File: src/hdl/esra_pkg.sv
// Shared constants, codes and types of the expert slot residency allocator
package esra_pkg;

    localparam int MAX_LAYERS  = 64;
    localparam int MAX_EXPERTS = 256;
    localparam int MAX_SLOTS   = 4096;

    localparam int LAYER_W     = $clog2(MAX_LAYERS);
    localparam int EXPERT_W    = $clog2(MAX_EXPERTS);
    localparam int SLOT_W      = $clog2(MAX_SLOTS);
    localparam int NL_W        = $clog2(MAX_LAYERS + 1);
    localparam int NE_W        = $clog2(MAX_EXPERTS + 1);
    localparam int NS_W        = $clog2(MAX_SLOTS + 1);
    localparam int CNT_W       = NS_W;
    localparam int TABLE_DEPTH = MAX_LAYERS * MAX_EXPERTS;
    localparam int ADDR_W      = $clog2(TABLE_DEPTH);
    localparam int BLOB_W      = 32;
    localparam int OFFSET_W    = SLOT_W + BLOB_W;
    localparam int CMD_W       = 2;
    localparam int STATUS_W    = 3;
    localparam int CFG_ADDR_W  = 3;
    localparam int CFG_DATA_W  = 32;

    localparam logic [CMD_W-1:0] CMD_LOOKUP = 2'd0;
    localparam logic [CMD_W-1:0] CMD_ADMIT  = 2'd1;
    localparam logic [CMD_W-1:0] CMD_CLEAR  = 2'd2;

    localparam logic [STATUS_W-1:0] STATUS_HIT     = 3'd0;
    localparam logic [STATUS_W-1:0] STATUS_ADMIT   = 3'd1;
    localparam logic [STATUS_W-1:0] STATUS_MISS    = 3'd2;
    localparam logic [STATUS_W-1:0] STATUS_RANGE   = 3'd3;
    localparam logic [STATUS_W-1:0] STATUS_CLEARED = 3'd4;

    localparam logic [CFG_ADDR_W-1:0] REG_NUM_LAYERS  = 3'd0;
    localparam logic [CFG_ADDR_W-1:0] REG_NUM_EXPERTS = 3'd1;
    localparam logic [CFG_ADDR_W-1:0] REG_NUM_SLOTS   = 3'd2;
    localparam logic [CFG_ADDR_W-1:0] REG_PER_LAYER   = 3'd3;
    localparam logic [CFG_ADDR_W-1:0] REG_BLOB_BYTES  = 3'd4;

    typedef struct packed {
        logic              valid;
        logic [SLOT_W-1:0] slot;
    } esra_entry_t;

    typedef struct packed {
        logic               rd_en;
        logic [ADDR_W-1:0]  rd_addr;
        logic [LAYER_W-1:0] rd_layer;
        logic               wr_en;
        logic [ADDR_W-1:0]  wr_addr;
        esra_entry_t        wr_entry;
        logic               cnt_wr_en;
        logic [LAYER_W-1:0] cnt_wr_layer;
        logic [CNT_W-1:0]   cnt_wr_data;
        logic               clear;
    } esra_mem_req_t;

endpackage

File: src/hdl/esra_div.sv
// Restoring divider giving the per-layer slot quota, one quotient bit per cycle
module esra_div
    import esra_pkg::*;
(
    input  logic            clk,
    input  logic            rst_n,
    input  logic            start,
    input  logic [NS_W-1:0] dividend,
    input  logic [NL_W-1:0] divisor,
    output logic [NS_W-1:0] quotient,
    output logic            busy
);

    localparam int STEP_W = $clog2(NS_W + 1);

    logic              busy_reg, busy_next;
    logic [STEP_W-1:0] step_reg, step_next;
    logic [NS_W-1:0]   quo_reg, quo_next;
    logic [NL_W-1:0]   rem_reg, rem_next;
    logic [NL_W-1:0]   dvs_reg, dvs_next;
    logic [NL_W:0]     trial;

    assign trial = {rem_reg, quo_reg[NS_W-1]};

    always_comb
    begin
        busy_next = busy_reg;
        step_next = step_reg;
        quo_next  = quo_reg;
        rem_next  = rem_reg;
        dvs_next  = dvs_reg;
        if (start)
        begin
            busy_next = 1'b1;
            step_next = STEP_W'(NS_W);
            quo_next  = dividend;
            rem_next  = '0;
            dvs_next  = divisor;
        end
        else if (busy_reg)
        begin
            if (trial >= {1'b0, dvs_reg})
            begin
                rem_next = NL_W'(trial - {1'b0, dvs_reg});
                quo_next = {quo_reg[NS_W-2:0], 1'b1};
            end
            else
            begin
                rem_next = trial[NL_W-1:0];
                quo_next = {quo_reg[NS_W-2:0], 1'b0};
            end
            step_next = step_reg - STEP_W'(1);
            if (step_reg == STEP_W'(1))
                busy_next = 1'b0;
        end
    end

    always_ff @(posedge clk or negedge rst_n)
    begin
        if (!rst_n)
        begin
            busy_reg <= 1'b0;
            step_reg <= '0;
            quo_reg  <= NS_W'(1);
        end
        else
        begin
            busy_reg <= busy_next;
            step_reg <= step_next;
            quo_reg  <= quo_next;
        end
    end

    always_ff @(posedge clk)
    begin
        rem_reg <= rem_next;
        dvs_reg <= dvs_next;
    end

    assign quotient = quo_reg;
    assign busy     = busy_reg;

endmodule

File: config.mk
export PLATFORM = sky130hd
export DESIGN_NAME = esra_div
export DESIGN_NICKNAME = d
export VERILOG_FILES = /design/src/hdl/esra_pkg.sv /design/src/hdl/esra_div.sv
export SDC_FILE = /design/constraint.sdc
export NUM_CORES = 1
export LEC_CHECK = 0
export ABC_AREA = 1
export BUFFER_PORTS_ARGS = -buffer_cell sky130_fd_sc_hd__buf_2
export CORE_MARGIN = 8
export CORE_UTILIZATION = 55
export DETAILED_ROUTE_END_ITERATION = 10
export GPL_TIMING_DRIVEN = 0
export HOLD_SLACK_MARGIN = 0.03
export PLACE_DENSITY = 0.8
export SKIP_CTS_REPAIR_TIMING = 1
export SLEW_MARGIN = 20
export SYNTH_ARGS = -nofsm -noshare
export SYNTH_HDL_FRONTEND = slang
export SYNTH_SLANG_ARGS = --single-unit
File: constraint.sdc
create_clock -name clk -period 5.8 [get_ports clk]
set_clock_uncertainty 0.15 [all_clocks]
set_input_delay 1.16 -clock clk [delete_from_list [all_inputs] [get_ports clk]]
set_output_delay 1.16 -clock clk [all_outputs]
set_load 0.03 [all_outputs]
==> results.py <==
metrics = {
    "layout": {
        "final_core_util_pct": 66.45,
        "diodes": 0,
        "layout-drive-gt1-share_pct": 23.20,
        "finish.instance_area_sq_um": 2012,
        "largest_reg_flops": 13,
        "synthToLayoutAreaGrowth_pct": 16.52,
        "nNetsFinal": 282,
    },
    "clocking": {
        "clkTransAtPathRegs_ns": 0.09,
        "clockBufferDepth": 2,
        "cts_max_level": 2,
        "clkSinkCount": 32,
        "cts_tree": "done",
        "numCtsBuffers": 5,
        "root_buffer": "clkbuf_4",
        "clk_latency_ns": 0.33,
    },
    "worst_setup_path": {
        "start_kind": "flip-flop",
        "slowest_delay_ns": 0.55,
        "path_cells": "buf_2",
        "worst-path-buf-inv": 1,
        "critical_path_required_ns": 4.49,
        "crit_cells": 1,
        "worst_ep_arrival_time_ns": 1.07,
        "regToRegSetupSlack_ns": 3.71,
        "crit_fanout": 3,
        "critical_path_class": "flip-flop to primary output",
        "crit_family": "flip-flops",
        "cpMaxStageDelayCell": "dfstp_2",
        "cp-end-kind": "primary output",
        "reg2reg_depth": 13,
    },
    "floorplan": {
        "die-area_sq_um": 5188,
        "rows": 20,
        "core-area_sq_um": 3028,
        "start_util_pct": 57.02,
        "die_h_um": 72.03,
        "io_pins": 37,
        "die-width_um": 72.03,
    },
    "logic_synthesis": {
        "synth_area_leaders": "dfrtp_1 (25%), nand2_1 (14%), edfxtp_1 (12%), dfxtp_1 (8.1%), inv_1 (7.6%)",
        "ys_types": 33,
        "yosysTopAreaCellShare_pct": 24.64,
        "dominantRegCellSynth": "dfrtp_1",
        "synth_cells": 206,
        "syn_nets": 239,
        "synth_area_sq_um": 1727,
        "synth.largest_area_cell": "dfrtp_1",
        "ys_seq_area_share_pct": 46.45,
        "ys_seq_elements": 32,
        "ys_warn_count": 0,
        "synth.avg_cell_area_sq_um": 8.382,
        "synth_edf_count": 7,
        "ys_async_sr_fraction_pct": 56.25,
    },
    "global_routing": {
        "grt_max_degree": 19,
        "grt_pass1_vias": 1480,
        "antenna_found_initial": 0,
        "grt_pass1_wl_mm": 6.341,
        "grtUsageTotal_pct": 15.07,
        "overflow": 0,
    },
    "routing": {
        "wl_mm": 3.531,
        "routedWlPerCell_um": 12.01,
        "drc": 0,
        "viasPerCell": 4.912,
        "drtPass1Iterations": 4,
        "vias": 1444,
        "drt_first_iter_violations": 50,
        "drtAntennaViolNets": 0,
    },
    "timing": {
        "tightest_slew_ns": 0.3936,
        "worst_slew_margin_rel_pct": 73.76,
        "final_max_slew_viol_count": 0,
        "rsz0062_at_grt": "false",
        "clock.fmax_mhz": 419.7,
        "hold_viol": 0,
        "post-route-period-util_pct": 41.08,
        "setup-tns-final_ns": 0,
        "finalCriticalPeriod_ns": 2.383,
        "finalSetupViolCount": 0,
    },
    "pwr": {
        "p_leak_nw": 1.071,
        "cellPowerDensity_nw_per_um2": 378.3,
        "ir_drop_mv": 0.2111,
    },
    "worst_hold_path": {
        "hold_depth": 2,
        "min_path_type": "flip-flop to flip-flop",
    },
    "placement": {
        "port_buffers": 36,
        "dp_hpwl_mm": 2.793,
        "place.gp.congestion": 0.7964,
        "placed_cell_area_sq_um": 1962,
    },
    "flow_run": {
        "drv_cap": 0,
    },
    "status": {
        "status": "completed",
    },
}
==> Yosys cell counts, types with 2 or more instances <==
library cell  count
o221ai_1          9
dfrtp_1          17
nor2_2            2
a21oi_1           3
nand2_1          64
nor2_1            7
buf_2             3
o211ai_1          2
edfxtp_1          7
nand3_1          17
inv_1            35
dfxtp_1           7
xor2_1            2
o21ai_0           3
or2_4             2
ha_1              9
==> metal layers <==
layer	up-vias	share of wire (%)	global-route usage [%]	wire length, um
li1	749	-	-	-
met1	659	45	16.35	1581
met2	29	49	26.42	1714
met3	7	5.0	4.821	178
met4	0	1.6	6.122	57
met5	-	0	0	0
==> through the flow <==
step / total power [mW] / instances / worst slack, ns / hold slack, ns
3_5_place_dp: 0.6489 / 286 / 3.350 / 0.3116
2_1_floorplan: 0.5725 / 206 / 3.698 / 0.2931
5_1_grt: 0.8268 / 294 / 3.387 / 0.3505
3_3_place_gp: 0.6416 / 286 / 3.363 / 0.3099
6_report: 0.7612 / 294 / 3.417 / 0.3246
4_1_cts: 0.7685 / 294 / 3.406 / 0.3271
==> final timing paths <==
kind | start | to
min in group asynchronous | rst_n | quotient[3]
max | quotient[0] | quotient[0]
min reg2reg | rem_reg[6] | rem_reg[6]
max in group asynchronous | rst_n | quotient[0]
min | rem_reg[6] | rem_reg[6]
max reg2reg | quotient[12] | rem_reg[3]
==> layout by cell type, fill, tap and decap left out, types with 6 or more instances in the layout <==
cell type  netlist  final
edfxtp_1         7      7
o221ai_1         9      9
dfrtp_1         17     17
nor2_1           7      7
nand3_1         17     17
inv_1           35     35
buf_2            3     39
clkbuf_4         1      6
ha_1             9      9
dfxtp_1          7      7
nand2_1         64     64
==> cell families (layout without fill, tap and decap cells) <==
family | Yosys count | count (layout) | share of synthesized area (%)
simple gates | 98 | 98 | 25.51
fa+ha+maj | 10 | 10 | 7.681
flops | 32 | 32 | 46.45
xor+xnor | 2 | 2 | 1.015
compound gates | 22 | 22 | 9.565
buf+inv | 42 | 86 | 9.782
==> layout make-up <==
class / instances / area [sq um]
buffer: 6 / 33.78
clock buffer: 7 / 45.04
clock inverter: 1 / 5.005
fill: 245 / 1016
inverter: 36 / 135.1
multi-input combinational: 132 / 755.7
sequential: 32 / 802.0
tap: 44 / 55.05
timing repair buffer: 36 / 180.2
==> power by group <==
part           switching (mW)  total, mW  internal [mW]
Sequential             0.0264      0.298          0.271
Combinational           0.212      0.345          0.133
Clock                  0.0711      0.118         0.0472
Total                   0.310      0.761          0.451
Power figures use the tool's default switching activity.
